`config.mk`:
```
export PLATFORM = sky130hd
export DESIGN_NAME = lf_receiver_spi_frame_master_unit
export DESIGN_NICKNAME = d
export VERILOG_FILES = /design/src/sv/lfrspi_pkg.sv /design/src/sv/lf_receiver_spi_frame_master_unit.sv /design/src/sv/lfrspi_cfg.sv /design/src/sv/lfrspi_seq.sv
export SDC_FILE = /design/constraint.sdc
export NUM_CORES = 1
export LEC_CHECK = 0
export BUFFER_PORTS_ARGS = -buffer_cell sky130_fd_sc_hd__buf_4
export CELL_PAD_IN_SITES_DETAIL_PLACEMENT = 0
export CELL_PAD_IN_SITES_GLOBAL_PLACEMENT = 2
export CORE_MARGIN = 3
export CORE_UTILIZATION = 24
export CTS_CLUSTER_SIZE = 24
export DETAILED_ROUTE_END_ITERATION = 12
export PLACE_DENSITY_LB_ADDON = 0.1
export SLEW_MARGIN = 20
export SYNTH_ARGS = -nofsm -noshare
export SYNTH_HDL_FRONTEND = slang
export SYNTH_HIERARCHICAL = 1
export SYNTH_SLANG_ARGS = --single-unit
```
`constraint.sdc`:
```
create_clock -name clk_i -period 3.1 [get_ports clk_i]
set_clock_uncertainty 0.05 [all_clocks]
set_input_delay 0.465 -clock clk_i [delete_from_list [all_inputs] [get_ports clk_i]]
set_output_delay 0.465 -clock clk_i [all_outputs]
set_load 0.01 [all_outputs]
```
`src/sv/lfrspi_pkg.sv`:
```
// Shared types and constants for the wake-up receiver serial frame master.
// Used by lfrspi_cfg, lfrspi_seq and lf_receiver_spi_frame_master_unit.
package lfrspi_pkg;

  // sequencer phases
  typedef enum logic [1:0] {
    PH_IDLE = 2'd0,
    PH_SEND = 2'd1,
    PH_RECV = 2'd2,
    PH_GAP  = 2'd3
  } phase_e;

  // request kinds
  localparam logic ReqStart = 1'b0;
  localparam logic ReqTick  = 1'b1;

  // frame kinds
  localparam logic [1:0] KindCmd   = 2'd0;
  localparam logic [1:0] KindWrite = 2'd1;
  localparam logic [1:0] KindRead  = 2'd2;

  // frame prefixes in the upper byte of the shift register
  localparam logic [7:0] PrefixCmd  = 8'hC0;
  localparam logic [7:0] PrefixRead = 8'h40;

  // bit counts of the phases
  localparam logic [4:0] BitsShort = 5'd8;
  localparam logic [4:0] BitsLong  = 5'd16;

  // configuration register
  localparam int unsigned  ApbAddrW    = 3;
  localparam logic         RegGapTicks = 1'b0;
  localparam logic [15:0]  GapReset    = 16'd20;

  // stream payload widths
  localparam int unsigned InDataW  = 24;
  localparam int unsigned InUserW  = 3;
  localparam int unsigned OutDataW = 16;

  // one input request
  typedef struct packed {
    logic       req_type;
    logic [1:0] frame_kind;
    logic [5:0] command_code;
    logic [5:0] reg_addr;
    logic [7:0] wr_data;
    logic       miso;
  } item_t;

  // one result
  typedef struct packed {
    logic       cs_level;
    logic       sck_level;
    logic       mosi_level;
    logic       busy_res;
    logic       done_res;
    logic [7:0] read_data;
    logic       rejected;
  } res_t;

endpackage

```
`src/sv/lf_receiver_spi_frame_master_unit.sv`:
```
// Top level of the wake-up receiver serial frame master: input stage,
// sequencer, result register and configuration port. Depends on lfrspi_pkg,
// lfrspi_cfg and lfrspi_seq.
//
//   channel   | direction | handshake              | payload
//   ----------+-----------+------------------------+-------------------------------
//   s_axis    | in        | s_axis_tvalid/tready   | tdata: code, addr, data, miso
//             |           |                        | tuser: req_type, frame_kind
//   m_axis    | out       | m_axis_tvalid/tready   | tdata: pins, busy, done, rx, rej
//   apb       | in        | psel/penable, pready=1 | gap_ticks at byte address 0
//
// One request per cycle while m_axis is not stalled: each request is held in
// the input register, the sequencer step is short combinational logic, and
// the result is registered in the result register, which drives m_axis.
// Throughput is one request a cycle while m_axis is not stalled, set by the
// single state update of the sequencer. A stall on m_axis holds the result
// and the input register; s_axis_tready drops only once both are full.
// Reset clears the sequencer to idle with all pins low and sets the gap to
// 20 ticks.
module lf_receiver_spi_frame_master_unit (
  input  logic                              clk_i,
  input  logic                              rst_ni,
  // request stream
  input  logic                              s_axis_tvalid,
  output logic                              s_axis_tready,
  // [5:0] command_code, [11:6] reg_addr, [19:12] wr_data, [20] miso, [23:21] zero
  input  logic [lfrspi_pkg::InDataW-1:0]    s_axis_tdata,
  // [0] req_type, [2:1] frame_kind
  input  logic [lfrspi_pkg::InUserW-1:0]    s_axis_tuser,
  // result stream
  output logic                              m_axis_tvalid,
  input  logic                              m_axis_tready,
  // [0] cs_level, [1] sck_level, [2] mosi_level, [3] busy_res, [4] done_res,
  // [12:5] read_data, [13] rejected, [15:14] zero
  output logic [lfrspi_pkg::OutDataW-1:0]   m_axis_tdata,
  // configuration
  input  logic                              psel,
  input  logic                              penable,
  input  logic                              pwrite,
  input  logic [lfrspi_pkg::ApbAddrW-1:0]   paddr,
  input  logic [31:0]                       pwdata,
  output logic [31:0]                       prdata,
  output logic                              pready
);

  logic              in_vld_q;
  lfrspi_pkg::item_t in_q;
  logic              out_vld_q;
  lfrspi_pkg::res_t  out_q;
  lfrspi_pkg::res_t  step_res;
  logic              advance;
  logic              in_take;
  logic [15:0]       gap_ticks;

  // pipeline control
  assign advance       = in_vld_q & (~out_vld_q | m_axis_tready);
  assign s_axis_tready = ~in_vld_q | advance;
  assign in_take       = s_axis_tvalid & s_axis_tready;

  // input register
  always_ff @(posedge clk_i or negedge rst_ni) begin
    if (!rst_ni) begin
      in_vld_q <= 1'b0;
    end else if (s_axis_tready) begin
      in_vld_q <= s_axis_tvalid;
    end
  end

  always_ff @(posedge clk_i) begin
    if (in_take) begin
      in_q.req_type     <= s_axis_tuser[0];
      in_q.frame_kind   <= s_axis_tuser[2:1];
      in_q.command_code <= s_axis_tdata[5:0];
      in_q.reg_addr     <= s_axis_tdata[11:6];
      in_q.wr_data      <= s_axis_tdata[19:12];
      in_q.miso         <= s_axis_tdata[20];
    end
  end

  // configuration registers
  lfrspi_cfg u_cfg (
    .clk_i       (clk_i),
    .rst_ni      (rst_ni),
    .psel        (psel),
    .penable     (penable),
    .pwrite      (pwrite),
    .paddr       (paddr),
    .pwdata      (pwdata),
    .prdata      (prdata),
    .pready      (pready),
    .gap_ticks_o (gap_ticks)
  );

  // sequencer
  lfrspi_seq u_seq (
    .clk_i       (clk_i),
    .rst_ni      (rst_ni),
    .step_i      (advance),
    .item_i      (in_q),
    .gap_ticks_i (gap_ticks),
    .res_o       (step_res)
  );

  // result register
  always_ff @(posedge clk_i or negedge rst_ni) begin
    if (!rst_ni) begin
      out_vld_q <= 1'b0;
    end else if (~out_vld_q | m_axis_tready) begin
      out_vld_q <= in_vld_q;
    end
  end

  always_ff @(posedge clk_i) begin
    if (advance) begin
      out_q <= step_res;
    end
  end

  // result packing
  assign m_axis_tvalid = out_vld_q;
  assign m_axis_tdata  = {2'b00, out_q.rejected, out_q.read_data, out_q.done_res,
                          out_q.busy_res, out_q.mosi_level, out_q.sck_level,
                          out_q.cs_level};

  // a finished transaction is never reported as still busy
  assert property (@(posedge clk_i) disable iff (!rst_ni)
    out_vld_q |-> !(out_q.done_res && out_q.busy_res))
    else $error("done reported while busy");

  // a rejected start only happens during a transaction
  assert property (@(posedge clk_i) disable iff (!rst_ni)
    (out_vld_q && out_q.rejected) |-> (out_q.busy_res && out_q.cs_level))
    else $error("start rejected while idle");

  // sck and mosi only move while chip select is high
  assert property (@(posedge clk_i) disable iff (!rst_ni)
    (out_vld_q && !out_q.cs_level) |-> (!out_q.sck_level && !out_q.mosi_level))
    else $error("serial pins active without chip select");

  // every request stepped through the sequencer lands in the result register
  assert property (@(posedge clk_i) disable iff (!rst_ni)
    advance |=> out_vld_q)
    else $error("result lost after sequencer step");

endmodule

```
`src/sv/lfrspi_cfg.sv`:
```
// APB-style register file holding the gap length after the last bit.
// Depends on lfrspi_pkg.
module lfrspi_cfg (
  input  logic                          clk_i,
  input  logic                          rst_ni,
  input  logic                          psel,
  input  logic                          penable,
  input  logic                          pwrite,
  input  logic [lfrspi_pkg::ApbAddrW-1:0] paddr,
  input  logic [31:0]                   pwdata,
  output logic [31:0]                   prdata,
  output logic                          pready,
  output logic [15:0]                   gap_ticks_o
);

  logic [15:0] gap_ticks_q;
  logic        wr_en;
  logic        sel_gap;

  // register decode, word index in the top address bit
  assign sel_gap = (paddr[lfrspi_pkg::ApbAddrW-1] == lfrspi_pkg::RegGapTicks);
  assign wr_en   = psel & penable & pwrite & sel_gap;
  assign pready  = 1'b1;

  // gap register
  always_ff @(posedge clk_i or negedge rst_ni) begin
    if (!rst_ni) begin
      gap_ticks_q <= lfrspi_pkg::GapReset;
    end else if (wr_en) begin
      gap_ticks_q <= pwdata[15:0];
    end
  end

  // read back
  assign prdata      = sel_gap ? {16'd0, gap_ticks_q} : 32'd0;
  assign gap_ticks_o = gap_ticks_q;

endmodule

```
`src/sv/lfrspi_seq.sv`:
```
// Frame sequencer: phase, shift registers, counters and pin levels.
// Computes the result of one request and commits the state on step_i. Depends on lfrspi_pkg.
module lfrspi_seq (
  input  logic               clk_i,
  input  logic               rst_ni,
  input  logic               step_i,
  input  lfrspi_pkg::item_t  item_i,
  input  logic [15:0]        gap_ticks_i,
  output lfrspi_pkg::res_t   res_o
);

  lfrspi_pkg::phase_e phase_q, phase_d;
  logic [15:0] tx_q, tx_d;
  logic [4:0]  cnt_q, cnt_d;
  logic        half_q, half_d;
  logic [1:0]  kind_q, kind_d;
  logic [7:0]  rx_q, rx_d;
  logic [15:0] gap_q, gap_d;
  logic        cs_q, cs_d;
  logic        sck_q, sck_d;
  logic        mosi_q, mosi_d;
  logic        done, rej;
  logic [4:0]  cnt_inc;
  logic [4:0]  nbits;

  assign cnt_inc = cnt_q + 5'd1;
  assign nbits   = (kind_q == lfrspi_pkg::KindWrite) ? lfrspi_pkg::BitsLong
                                                     : lfrspi_pkg::BitsShort;

  // next state for one request
  always_comb begin
    phase_d = phase_q;
    tx_d    = tx_q;
    cnt_d   = cnt_q;
    half_d  = half_q;
    kind_d  = kind_q;
    rx_d    = rx_q;
    gap_d   = gap_q;
    cs_d    = cs_q;
    sck_d   = sck_q;
    mosi_d  = mosi_q;
    done    = 1'b0;
    rej     = 1'b0;
    if (item_i.req_type == lfrspi_pkg::ReqStart) begin
      if (phase_q != lfrspi_pkg::PH_IDLE) begin
        rej = 1'b1;
      end else begin
        kind_d = item_i.frame_kind;
        case (item_i.frame_kind)
          lfrspi_pkg::KindCmd:   tx_d = {lfrspi_pkg::PrefixCmd | {2'b00, item_i.command_code},
                                         8'd0};
          lfrspi_pkg::KindWrite: tx_d = {2'b00, item_i.reg_addr, item_i.wr_data};
          default:               tx_d = {lfrspi_pkg::PrefixRead | {2'b00, item_i.reg_addr},
                                         8'd0};
        endcase
        cnt_d   = 5'd0;
        half_d  = 1'b0;
        cs_d    = 1'b1;
        sck_d   = 1'b0;
        mosi_d  = 1'b0;
        phase_d = lfrspi_pkg::PH_SEND;
      end
    end else begin
      case (phase_q)
        lfrspi_pkg::PH_SEND: begin
          if (!half_q) begin
            sck_d  = 1'b1;
            mosi_d = tx_q[15];
            tx_d   = {tx_q[14:0], 1'b0};
            half_d = 1'b1;
          end else begin
            sck_d  = 1'b0;
            half_d = 1'b0;
            cnt_d  = cnt_inc;
            if (cnt_inc >= nbits) begin
              cnt_d = 5'd0;
              if (kind_q[1]) begin
                phase_d = lfrspi_pkg::PH_RECV;
              end else begin
                mosi_d  = 1'b0;
                gap_d   = gap_ticks_i;
                phase_d = lfrspi_pkg::PH_GAP;
              end
            end
          end
        end
        lfrspi_pkg::PH_RECV: begin
          if (!half_q) begin
            sck_d  = 1'b1;
            half_d = 1'b1;
          end else begin
            sck_d  = 1'b0;
            half_d = 1'b0;
            rx_d   = {rx_q[6:0], item_i.miso};
            cnt_d  = cnt_inc;
            if (cnt_inc >= lfrspi_pkg::BitsShort) begin
              cnt_d   = 5'd0;
              mosi_d  = 1'b0;
              gap_d   = gap_ticks_i;
              phase_d = lfrspi_pkg::PH_GAP;
            end
          end
        end
        lfrspi_pkg::PH_GAP: begin
          if (gap_q == 16'd0) begin
            cs_d    = 1'b0;
            sck_d   = 1'b0;
            mosi_d  = 1'b0;
            phase_d = lfrspi_pkg::PH_IDLE;
            done    = 1'b1;
          end else begin
            gap_d = gap_q - 16'd1;
          end
        end
        default: phase_d = lfrspi_pkg::PH_IDLE;
      endcase
    end
  end

  // state registers
  always_ff @(posedge clk_i or negedge rst_ni) begin
    if (!rst_ni) begin
      phase_q <= lfrspi_pkg::PH_IDLE;
      tx_q    <= 16'd0;
      cnt_q   <= 5'd0;
      half_q  <= 1'b0;
      kind_q  <= 2'd0;
      rx_q    <= 8'd0;
      gap_q   <= 16'd0;
      cs_q    <= 1'b0;
      sck_q   <= 1'b0;
      mosi_q  <= 1'b0;
    end else if (step_i) begin
      phase_q <= phase_d;
      tx_q    <= tx_d;
      cnt_q   <= cnt_d;
      half_q  <= half_d;
      kind_q  <= kind_d;
      rx_q    <= rx_d;
      gap_q   <= gap_d;
      cs_q    <= cs_d;
      sck_q   <= sck_d;
      mosi_q  <= mosi_d;
    end
  end

  // result of this request
  assign res_o.cs_level   = cs_d;
  assign res_o.sck_level  = sck_d;
  assign res_o.mosi_level = mosi_d;
  assign res_o.busy_res   = (phase_d != lfrspi_pkg::PH_IDLE);
  assign res_o.done_res   = done;
  assign res_o.read_data  = rx_d;
  assign res_o.rejected   = rej;

  // pins are all low whenever the sequencer is idle
  assert property (@(posedge clk_i) disable iff (!rst_ni)
    (phase_q == lfrspi_pkg::PH_IDLE) |-> (!cs_q && !sck_q && !mosi_q))
    else $error("pins active while idle");

  // chip select is high throughout a transaction
  assert property (@(posedge clk_i) disable iff (!rst_ni)
    (phase_q != lfrspi_pkg::PH_IDLE) |-> cs_q)
    else $error("chip select low during a transaction");

  // a tick on the first half of a bit raises sck
  assert property (@(posedge clk_i) disable iff (!rst_ni)
    (step_i && item_i.req_type == lfrspi_pkg::ReqTick && !half_q &&
     (phase_q == lfrspi_pkg::PH_SEND || phase_q == lfrspi_pkg::PH_RECV)) |=> sck_q)
    else $error("sck did not rise on first half tick");

  // the bit counter stays below the long frame length
  assert property (@(posedge clk_i) disable iff (!rst_ni)
    cnt_q < lfrspi_pkg::BitsLong)
    else $error("bit counter out of range");

endmodule
```
# Yosys cells after proc, flatten, opt, wreduce, memory -nomap -nowiden
# Cells that the tools add are included.
[op_classes] addsub=2 order_cmp=2 n_eq_ne=18 n_mux=56 n_bitwise=12 reduce_logical=12
[op_table] op="two-way mux 16 bit" n=11
[op_table] op="one-hot mux 16 bit (3 select lines)" n=1
[op_table] op="two-way mux 5 bit" n=7
[op_table] op="one-hot mux 16 bit (2 select lines)" n=1
[op_table] op="two-way mux 8 bit" n=3
[op_table] op="two-way mux 1 bit" n=22
[op_table] op="zero test 16 bit" n=1
[op_table] op="subtractor 16 x 1 -> 16 bit (second input constant)" n=1
[op_table] op="two-way mux 2 bit" n=7
[op_table] op="!= test 2 x 1 -> 1 bit (second input constant)" n=5
[op_table] op="!= test 2 bit (second input constant)" n=5
[op_table] op="one-hot mux 5 bit (2 select lines)" n=1
[op_table] op="AND reduction 9 bit" n=1
[op_table] op="equality test 2 x 1 -> 1 bit (second input constant)" n=3
[op_table] op="!= test 3 x 2 -> 1 bit (second input constant)" n=2
[op_table] op="one-hot mux 2 bit (3 select lines)" n=1
[op_table] op="AND reduction 3 bit" n=2
[op_table] op="adder 5 x 1 -> 5 bit (second input constant)" n=1
[op_table] op="bitwise AND 1 bit" n=5
[op_table] op=">= comparator 5 x 4 -> 1 bit (second input constant)" n=1
[op_table] op=">= comparator 5 bit" n=1
[op_table] op="NOT 1 bit" n=5
[op_table] op="AND reduction 5 bit" n=1
[op_table] op="equality test 2 bit (second input constant)" n=2
[op_table] op="10 further kinds" n=12
[word_totals] ff_bits=109 inputBits=69 word_cells=128

# Longest topological paths before layout
# Gate-level depths: netlist of the first run.
[logic_depth] ltp_word=8 ltp_mapped=11

# Hierarchy
# Netlist of the first run, hierarchy kept.
[by_module_without_submodules] module="lfrspi_seq" instances=1 cells_each=380 area_each_um2=3330.7
[by_module_without_submodules] module="lf_receiver_spi_frame_master_unit" instances=1 cells_each=49 area_each_um2=1263.7
[by_module_without_submodules] module="lfrspi_cfg" instances=1 cells_each=70 area_each_um2=902.1

# Worst setup path before layout of the first run
# OpenSTA, ideal clock, no wires.
[synth_path] path_kind="register to register" from="reg u_seq.cnt_q[0]" to="reg out_q (netlist bit m_axis_tdata[3]) (data pin)" setup_time_ns=0.267 arrival_ns=2.345 required_ns=2.783 path_slack_ns=0.438 path_stages_with_launch=11 synth_period_minus_slack_ns=2.662 cell_sequence="dfrtp_1 -> ha_1 -> nand3_1 -> xnor2_1 -> ha_1 -> and3_1 -> a211oi_1 -> o21ai_0 -> a221o_1 -> nor3_1 -> o31ai_1"
[synth_rtl] element="from (decl)" line="lfrspi_seq.sv:14" source="logic [4:0] cnt_q, cnt_d;"
[synth_rtl] element="from (signal assigned)" line="lfrspi_seq.sv:136" source="cnt_q <= cnt_d;"
[synth_rtl] element="to (signal assigned)" line="lf_receiver_spi_frame_master_unit.sv:115" source="out_q <= step_res;"
[synth_rtl] element="to (decl)" line="lf_receiver_spi_frame_master_unit.sv:49" source="lfrspi_pkg::res_t out_q;"

# Worst setup path after layout of the first run
[layout_path] from="reg u_seq.cnt_q[0]" to="reg u_seq.gap_q[12]"
[layout_between] elab_chain_cells=4
[layout_lines] element="adder 5 x 1 -> 5 bit (*)" line="lfrspi_seq.sv:26" source="assign cnt_inc = cnt_q + 5'd1;"
[layout_lines] element=">= comparator 5 x 4 -> 1 bit / >= comparator 5 bit (equally long branches)" line="lfrspi_seq.sv:96, lfrspi_seq.sv:75"
[layout_lines] element="!= test 2 x 1 -> 1 bit (no source line)"
[layout_lines] element="AND reduction 9 bit (no source line) (*)"
[layout_lines] element="to (signal assigned)" line="lfrspi_seq.sv:140" source="gap_q <= gap_d;"
[layout_lines] element="to (decl)" line="lfrspi_seq.sv:18" source="logic [15:0] gap_q, gap_d;"
# Every way passes the cells marked *; elsewhere a longest branch is shown, timed or not.
# A chain may end at the register's enable or synchronous reset.

==> key figures, run 1 <==
Run status
  • Status: finished, final reports clean

Power and ir drop
  • Sw Ratio: between 30 and 40%
  • Peak supply drop: 0.221 mV
  • Total Power: 4290 uW
  • Int Power: roughly 2900 uW
  • P per Cell Area: 649 mW/mm2
  • Switching pwr: about 1400 uW
  • Sequential Power Share: approximately half
  • Clock share of power: 26.3%
  • Logic pwr share: 24.3%
  • LEAKAGE: 0.00279 uW

Timing
  • FMAX: between 300 and 400 MHz
  • Slew HR: between 40% and 50%
  • Endpoints failing setup: 0
  • Final Hold Viols: 0
  • Final Cycle Share: a little over nine tenths
  • RSZ-0062 raised after global routing: true
  • Pins Over Slew Limit: 0
  • Actual slew at the worst max-slew pin: between 700 and 800 ps
  • Hold slack final: between 80 and 90 ps
  • Period minus WS final: a little under 3000 ps

Setup path
  • CP endpoint kind: flip-flop
  • WS Path Type: reg2reg
  • Crit path DAT: roughly 3100 ps
  • CP Data Required Time: about 3300 ps
  • Critical Path Start Type: flip-flop
  • Crit Path Max Fanout: 9

Drt
  • Total Wirelength: about 13000 um
  • Vias per cell: 4.47
  • Routed vias: roughly 3800
  • Starting DRT DRC Count: 93
  • DRC Markers: 0
  • DR WL/cell: around 15 um
  • First drt pass iteration count: 4
  • Remaining antenna violation count after routing: 0

Floorplanning
  • Initial Util: between 20% and 30%
  • I/O pin total: 120
  • Placeable Area: approximately 0.022 mm2
  • Die Wd: roughly 160 um
  • Die ar.: roughly 0.025 mm2
  • Row cnt: 54
  • Die Y: around 160 um

Global route
  • Overall Global Routing Usage: between 10% and 20%
  • Vias in the first global route: roughly 4000
  • Initial antenna violation count: 0
  • Congestion Overflow GR: 0
  • Global-route wire length before repair: approximately 20000 um
  • Largest net degree at the start of global routing: approximately 70

Synth
  • Syn Inst Count: between 400 and 500
  • Ys Warns: 6
  • Synth async-reset ratio: about 65%
  • Seq/Total Area, Yosys: between 50% and 60%
  • EDFF count, synth: 38
  • Cell Area, Synth: about 0.0055 mm2
  • Post-synthesis area per instance: 11.0 um2
  • Ys flop type: dfrtp_1
  • Synthesized flop and latch total: roughly 110
  • Unique cell type count in the Yosys netlist: between 60 and 70

Cells and area
  • Final #Nets: 651
  • Commonest cells after routing, fill and taps aside: buf_4 (92), dfrtp_1 (69), nand2_1 (48)
  • Utilization after layout: 29.8%
  • Fin cells: roughly 860
  • Number of inserted diodes: 0
  • Commonest non-fill, non-tap cell in the layout: buf_4
  • Layout area overhead: 20.3%
  • Share of cells above drive strength 1: between 20% and 30%

Clock tree
  • Clock sinks: around 110
  • Max H-tree Level: 3
  • Root Driver: clkbuf_16
  • Clock Path Buffers: 2
  • CTS clk-pin slew, worst paths: 80 ps
  • Clock Latency Late Sink: 350 ps
  • CTS Buf Count: 9
  • TritonCTS clock tree: built

Placed design
  • Port bufs: 79
  • Dpl hpwl: approximately 9000 um
  • Final Wtd Congestion: slightly above 0.7
  • Placed cells: 838

Min path
  • Hold/Removal Path Class: in2async

Flow run
  • Max Cap Viol: 0
-- area by class of cell --
type                       instances  area, um2
inverter                          11       41.3
tap                              280        350
clock inverter                     7       57.6
timing repair buffer              93        702
fill                            2321      15500
sequential                       109       2920
multi-input combinational        348       2320
clock buffer                       9        225
-- path summary, 6_finish.rpt --
path	from	cells after the start	slack, ps	to
worst min register to register	u_seq/tx_q[15]	2	430	u_seq/tx_q[15]
worst min-delay path	rst_ni	1	80	u_cfg/gap_ticks_o[0]
worst max register to register	u_seq/cnt_q[0]	11	150	u_seq/gap_q[12]
min in group clk_i	s_axis_tdata[0]	1	230	in_q[15]
worst max-delay path	u_seq/cnt_q[0]	11	150	u_seq/gap_q[12]
max in group asynchronous	rst_ni	1	2440	u_seq/tx_q[10]
-- worst max-delay path: stages, from the launching register on --
cell and delay (ps):
dfrtp_1 430, ha_2 260, nand3_1 100, xnor2_1 240, ha_1 280, and3_1 190, a2111o_1 500, o2111ai_4 190
or2_4 250, buf_4 140, a21oi_2 30, a2bb2oi_2 130
-- logic make-up after synthesis --
kind of cell	Yosys count	share of synthesized area, %
flops	109	53.1
other cells	3	0.205
buf+inv	58	5.94
compound gates	128	14.8
simple gates	149	14.6
mux	38	8.42
fa+ha+maj	10	2.28
xor+xnor	4	0.637
-- state kept, by name, indices dropped and copies added (netlist names) --
signal,cells
u_cfg/gap_ticks_o,16
u_seq/sck_q,1
u_seq/rx_q,8
u_seq/tx_q,16
u_seq/kind_q,2
u_seq/cnt_q,5
in_vld_q,1
u_seq/mosi_q,1
m_axis_tdata,14
u_seq/gap_q,16
u_seq/cs_q,1
m_axis_tvalid,1
u_seq/phase_q,2
in_q,24
u_seq/half_q,1
-- cell usage after synthesis, types with 3 or more instances --
library cell	count	area, um2
a21boi_0	3	22.5
nand2_1	48	180
ha_1	10	125
or3_1	3	18.8
o21ai_1	7	35.0
nand4_1	3	18.8
a21oi_1	35	175
nor2_1	24	90.1
buf_4	24	180
nand3_1	11	55.1
edfxtp_1	38	1140
o22ai_1	5	31.3
nor4_1	3	18.8
a211oi_1	5	37.5
and3_1	4	25.0
a22oi_1	11	82.6
nand2b_1	6	37.5
buf_1	3	11.3
inv_1	11	41.3
a22o_1	3	26.3
o21ai_0	37	185
mux2_4	10	150
conb_1	3	11.3
mux2_2	26	293
or2_2	3	18.8
nor2b_1	13	81.3
nor3_1	11	55.1
buf_2	3	15.0
and2b_1	6	45.0
dfrtp_1	69	1730
clkbuf_1	15	56.3
-- power by group through the flow --
stage               registers, uW  clock network [uW]  logic, uW
CTS                          2130                1190       1060
floorplan                    2040                   0        803
detailed placement           2150                   0       1060
finish                       2120                1130       1040
global placement             2150                   0       1040
global route                 2170                1250       1180
-- what timing repair did --
item                       in CTS  in global routing
buffers inserted                0                  3
hold buffers                    0                  0
setup endpoints to repair       0                  5
resized for setup               0                  2
-- metrics by stage --
stage,TNS [ps],area [um2],setup WS (ps)
after global placement,0,6300,212
after floorplan,0,5560,438
final,0,6610,147
after detailed placement,0,6300,124
after CTS,0,6580,130
after global routing,-10.7,6610,-10.7
-- metal layers --
| metal | vias to the layer above | part of all wire, % | track usage (%) |
|---|---|---|---|
| li1 | 1907 | - | - |
| met1 | 1846 | 44 | 12.7 |
| met2 | 72 | 51 | 18.4 |
| met3 | 9 | 3.9 | 2.50 |
| met4 | 0 | 1.2 | 2.85 |
| met5 | - | 0 | 0 |
Note: power is estimated with default switching activity, not from simulation.
==> inputs of run 2 (changes only) <==
Settings changed: RECOVER_POWER set to 100, SETUP_SLACK_MARGIN set to 0.3.
==> key figures, run 2 (synthesis gave the netlist of run 1 again) <==
Setup path
  • Critical R2R Capture: u_seq/cnt_q[2]
  • Crit path DAT: 3000 ps (-120 ps)
  • CP endpoint kind: flip-flop
  • RR Startpoint: u_seq/cnt_q[1]
  • Worst reg2reg setup slack: 320 ps (+170 ps)
  • Critical Path Start Type: flip-flop
  • Crit path cell chain: ha_1, nand3_1, xnor2_2, ha_1, and3_4, a2111o_1, mux2_1, nor2_2, nand2b_1, a41oi_1
  • Crit path from: u_seq/cnt_q[1]
  • Top cell by count, worst path: ha_1
  • Slowest stage delay, CP: 430 ps (-70 ps)
  • CP max-delay cell: a2111o_1
  • WS Path Type: reg2reg
  • CP Data Required Time: 3320 ps (+50 ps)
  • Crit Path Max Fanout: 5 (-4)
  • FF-to-FF path depth: 10 (-1)

Clock tree
  • Max H-tree Level: 3 (unchanged)
  • CTS clk-pin slew, worst paths: 80 ps (about the same)
  • Clock sinks: 109 (unchanged)
  • CTS Buf Count: 9 (unchanged)
  • # hold bufs at CTS: 0 (unchanged)
  • TritonCTS clock tree: built
  • Clock Latency Late Sink: 350 ps (about the same)
  • Root Driver: clkbuf_16
  • Clock Path Buffers: 2 (unchanged)

Floorplanning
  • Initial Util: 24.8% (unchanged)
  • Die Wd: 157 um (unchanged)
  • Die ar.: 0.0248 mm2 (unchanged)
  • Die Y: 157 um (unchanged)
  • Row cnt: 54 (unchanged)
  • I/O pin total: 120 (unchanged)
  • Placeable Area: 0.0222 mm2 (unchanged)

Drt
  • First drt pass iteration count: 4 (unchanged)
  • Starting DRT DRC Count: 87 (-6.5%)
  • Remaining antenna violation count after routing: 0 (unchanged)
  • Routed vias: 3847 (+0.34%)
  • DRC Markers: 0 (unchanged)
  • Vias per cell: 4.46 (-0.36%)
  • Total Wirelength: 12600 um (about the same)
  • DR WL/cell: 14.6 um (-0.76%)

Min path
  • Hold_sp: s_axis_tvalid
  • Worst Hold Depth: 2
  • Hold/Removal Path Class: in2reg
  • Worst Hold End: in_vld_q

Power and ir drop
  • LEAKAGE: 0.00264 uW (-5.4%)
  • Clock share of power: 26.5% (+0.2 points)
  • Int Power: 2840 uW (-1.6%)
  • Sw Ratio: 33.1% (+0.26 points)
  • Switching pwr: 1400 uW (-0.40%)
  • Sequential Power Share: 49.8% (+0.4 points)
  • Peak supply drop: 0.221 mV (about the same)
  • P per Cell Area: 653 mW/mm2 (+0.53%)
  • Logic pwr share: 23.7% (-0.6 points)

Timing
  • FMAX: 360 MHz (+6.3%)
  • Period minus WS final: 2780 ps (-175 ps)
  • Endpoints failing setup: 0 (unchanged)
  • Setup TNS: 0 ps (unchanged)
  • Final Cycle Share: 89.6% (-5.6 points)
  • Pins Over Slew Limit: 97 (+97)
  • Final Hold Viols: 0 (unchanged)
  • RSZ-0062 raised after global routing: false
  • Actual slew at the worst max-slew pin: 1910 ps (+1120 ps)
  • Slew HR: -27.5% (-74 points)

Cells and area
  • Commonest cells after routing, fill and taps aside: dfrtp_1 (69), nand2_1 (48), o21ai_0 (41)
  • Layout area overhead: 18.3%
  • Number of inserted diodes: 0 (unchanged)
  • Post-Layout Inst Area: 0.00650 mm2 (-1.7%)
  • Final #Nets: 657 (+0.92%)
  • Biggest register: in_q
  • Share of cells above drive strength 1: 20.8% (-7.7 points)
  • Commonest non-fill, non-tap cell in the layout: dfrtp_1
  • Max reg flops: 24 (unchanged)
  • Fillcell total: 2355 (+1.5%)

Placed design
  • Dpl hpwl: 8760 um (unchanged)
  • Final Wtd Congestion: 0.722 (unchanged)
  • Port bufs: 79 (unchanged)
  • Placed cell areas: 0.00630 mm2 (unchanged)

Flow run
  • Max Cap Viol: 2 (+2)

Run status
  • Violated checks: capacitance limit, slew limit
  • Status: finished, violations left

Global route
  • Initial antenna violation count: 0 (unchanged)
  • Congestion Overflow GR: 0 (unchanged)
  • Overall Global Routing Usage: 10.5% (+0.046 points)
  • Vias in the first global route: 3981 (+0.40%)
  • Global-route wire length before repair: 20500 um (+0.44%)
  • Largest net degree at the start of global routing: 72 (unchanged)
==> run 2: cell count changes in the layout (fill, tap and decap cells not counted), moves of 6 or more <==
cell	delta
clkbuf_1	+36
mux2_1	+15
clkbuf_4	+25
buf_4	-59
mux2_4	-9
mux2_2	-6
==> run 2: area by class of cell <==
class                           instances  area, um2  area share (%)
Clock buffer                            9        225            3.46
Clock inverter                          7       57.6           0.885
Inverter                               11       41.3           0.635
Multi-Input combinational cell        348       2280            35.1
Sequential cell                       109       2920            44.9
Tap cell                              280        350            5.39
Timing Repair Buffer                   99        626            9.62
==> run 2: stage by stage <==
| stage | util (%) | setup WS (ps) | cells | hold slack [ps] | total power (uW) |
|---|---|---|---|---|---|
| final | 29.3 | 322 | 863 | 254 | 4240 |
| after global routing | 29.3 | 164 | 863 | 228 | 4570 |
| after CTS | 30.1 | 318 | 859 | 211 | 4410 |
| after detailed placement | 28.4 | 124 | 838 | 422 | 3210 |
| after global placement | 28.4 | 212 | 838 | 412 | 3190 |
| after floorplan | - | 438 | 515 | 119 | 2840 |
==> run 2: worst max-delay path: cells and delay by family (launching register included) <==
kind	cells	cell delay [ps]
adders and majority gates	2	610
AOI/OAI and AO/OA	2	620
DFF	1	350
muxes	1	330
xor gates and xnor gates	1	170
and+or+nand+nor	4	560
==> run 2: routing by layer <==
metal  wire (um)  up-vias  part of all wire, %  GRT usage, %
li1            -     1916                    -             -
met1        5510     1842                   44          12.8
met2        6430       80                   51          18.5
met3         549        9                  4.3          2.50
met4         152        0                  1.2          2.85
met5           0        -                    0             0
==> run 2: what timing repair did <==
item / 4_1_cts / 5_1_grt
setup buffers: 5 / 4
endpoints found under the setup margin: 16 / 17
gates cloned: 0 / 0
gates resized for setup: 4 / 5
pin swaps: 2 / 5
==> run 2: how the worst max path moves through the flow <==
stage	slack, ps	endpoint
2_1_floorplan	440	m_axis_tdata[3]
3_3_place_gp	210	m_axis_tdata[3]
3_5_place_dp	120	u_seq/gap_q[8]
4_1_cts	320	u_seq/gap_q[8]
5_1_grt	160	u_seq/cnt_q[2]
6_report	320	u_seq/cnt_q[2]
==> run 2: power groups by stage <==
stage / Clock (uW) / Sequential [uW] / Combinational, uW
2_1_floorplan: 0 / 2040 / 803
3_3_place_gp: 0 / 2150 / 1040
3_5_place_dp: 0 / 2150 / 1060
4_1_cts: 1190 / 2120 / 1090
5_1_grt: 1250 / 2170 / 1150
6_report: 1130 / 2110 / 1010
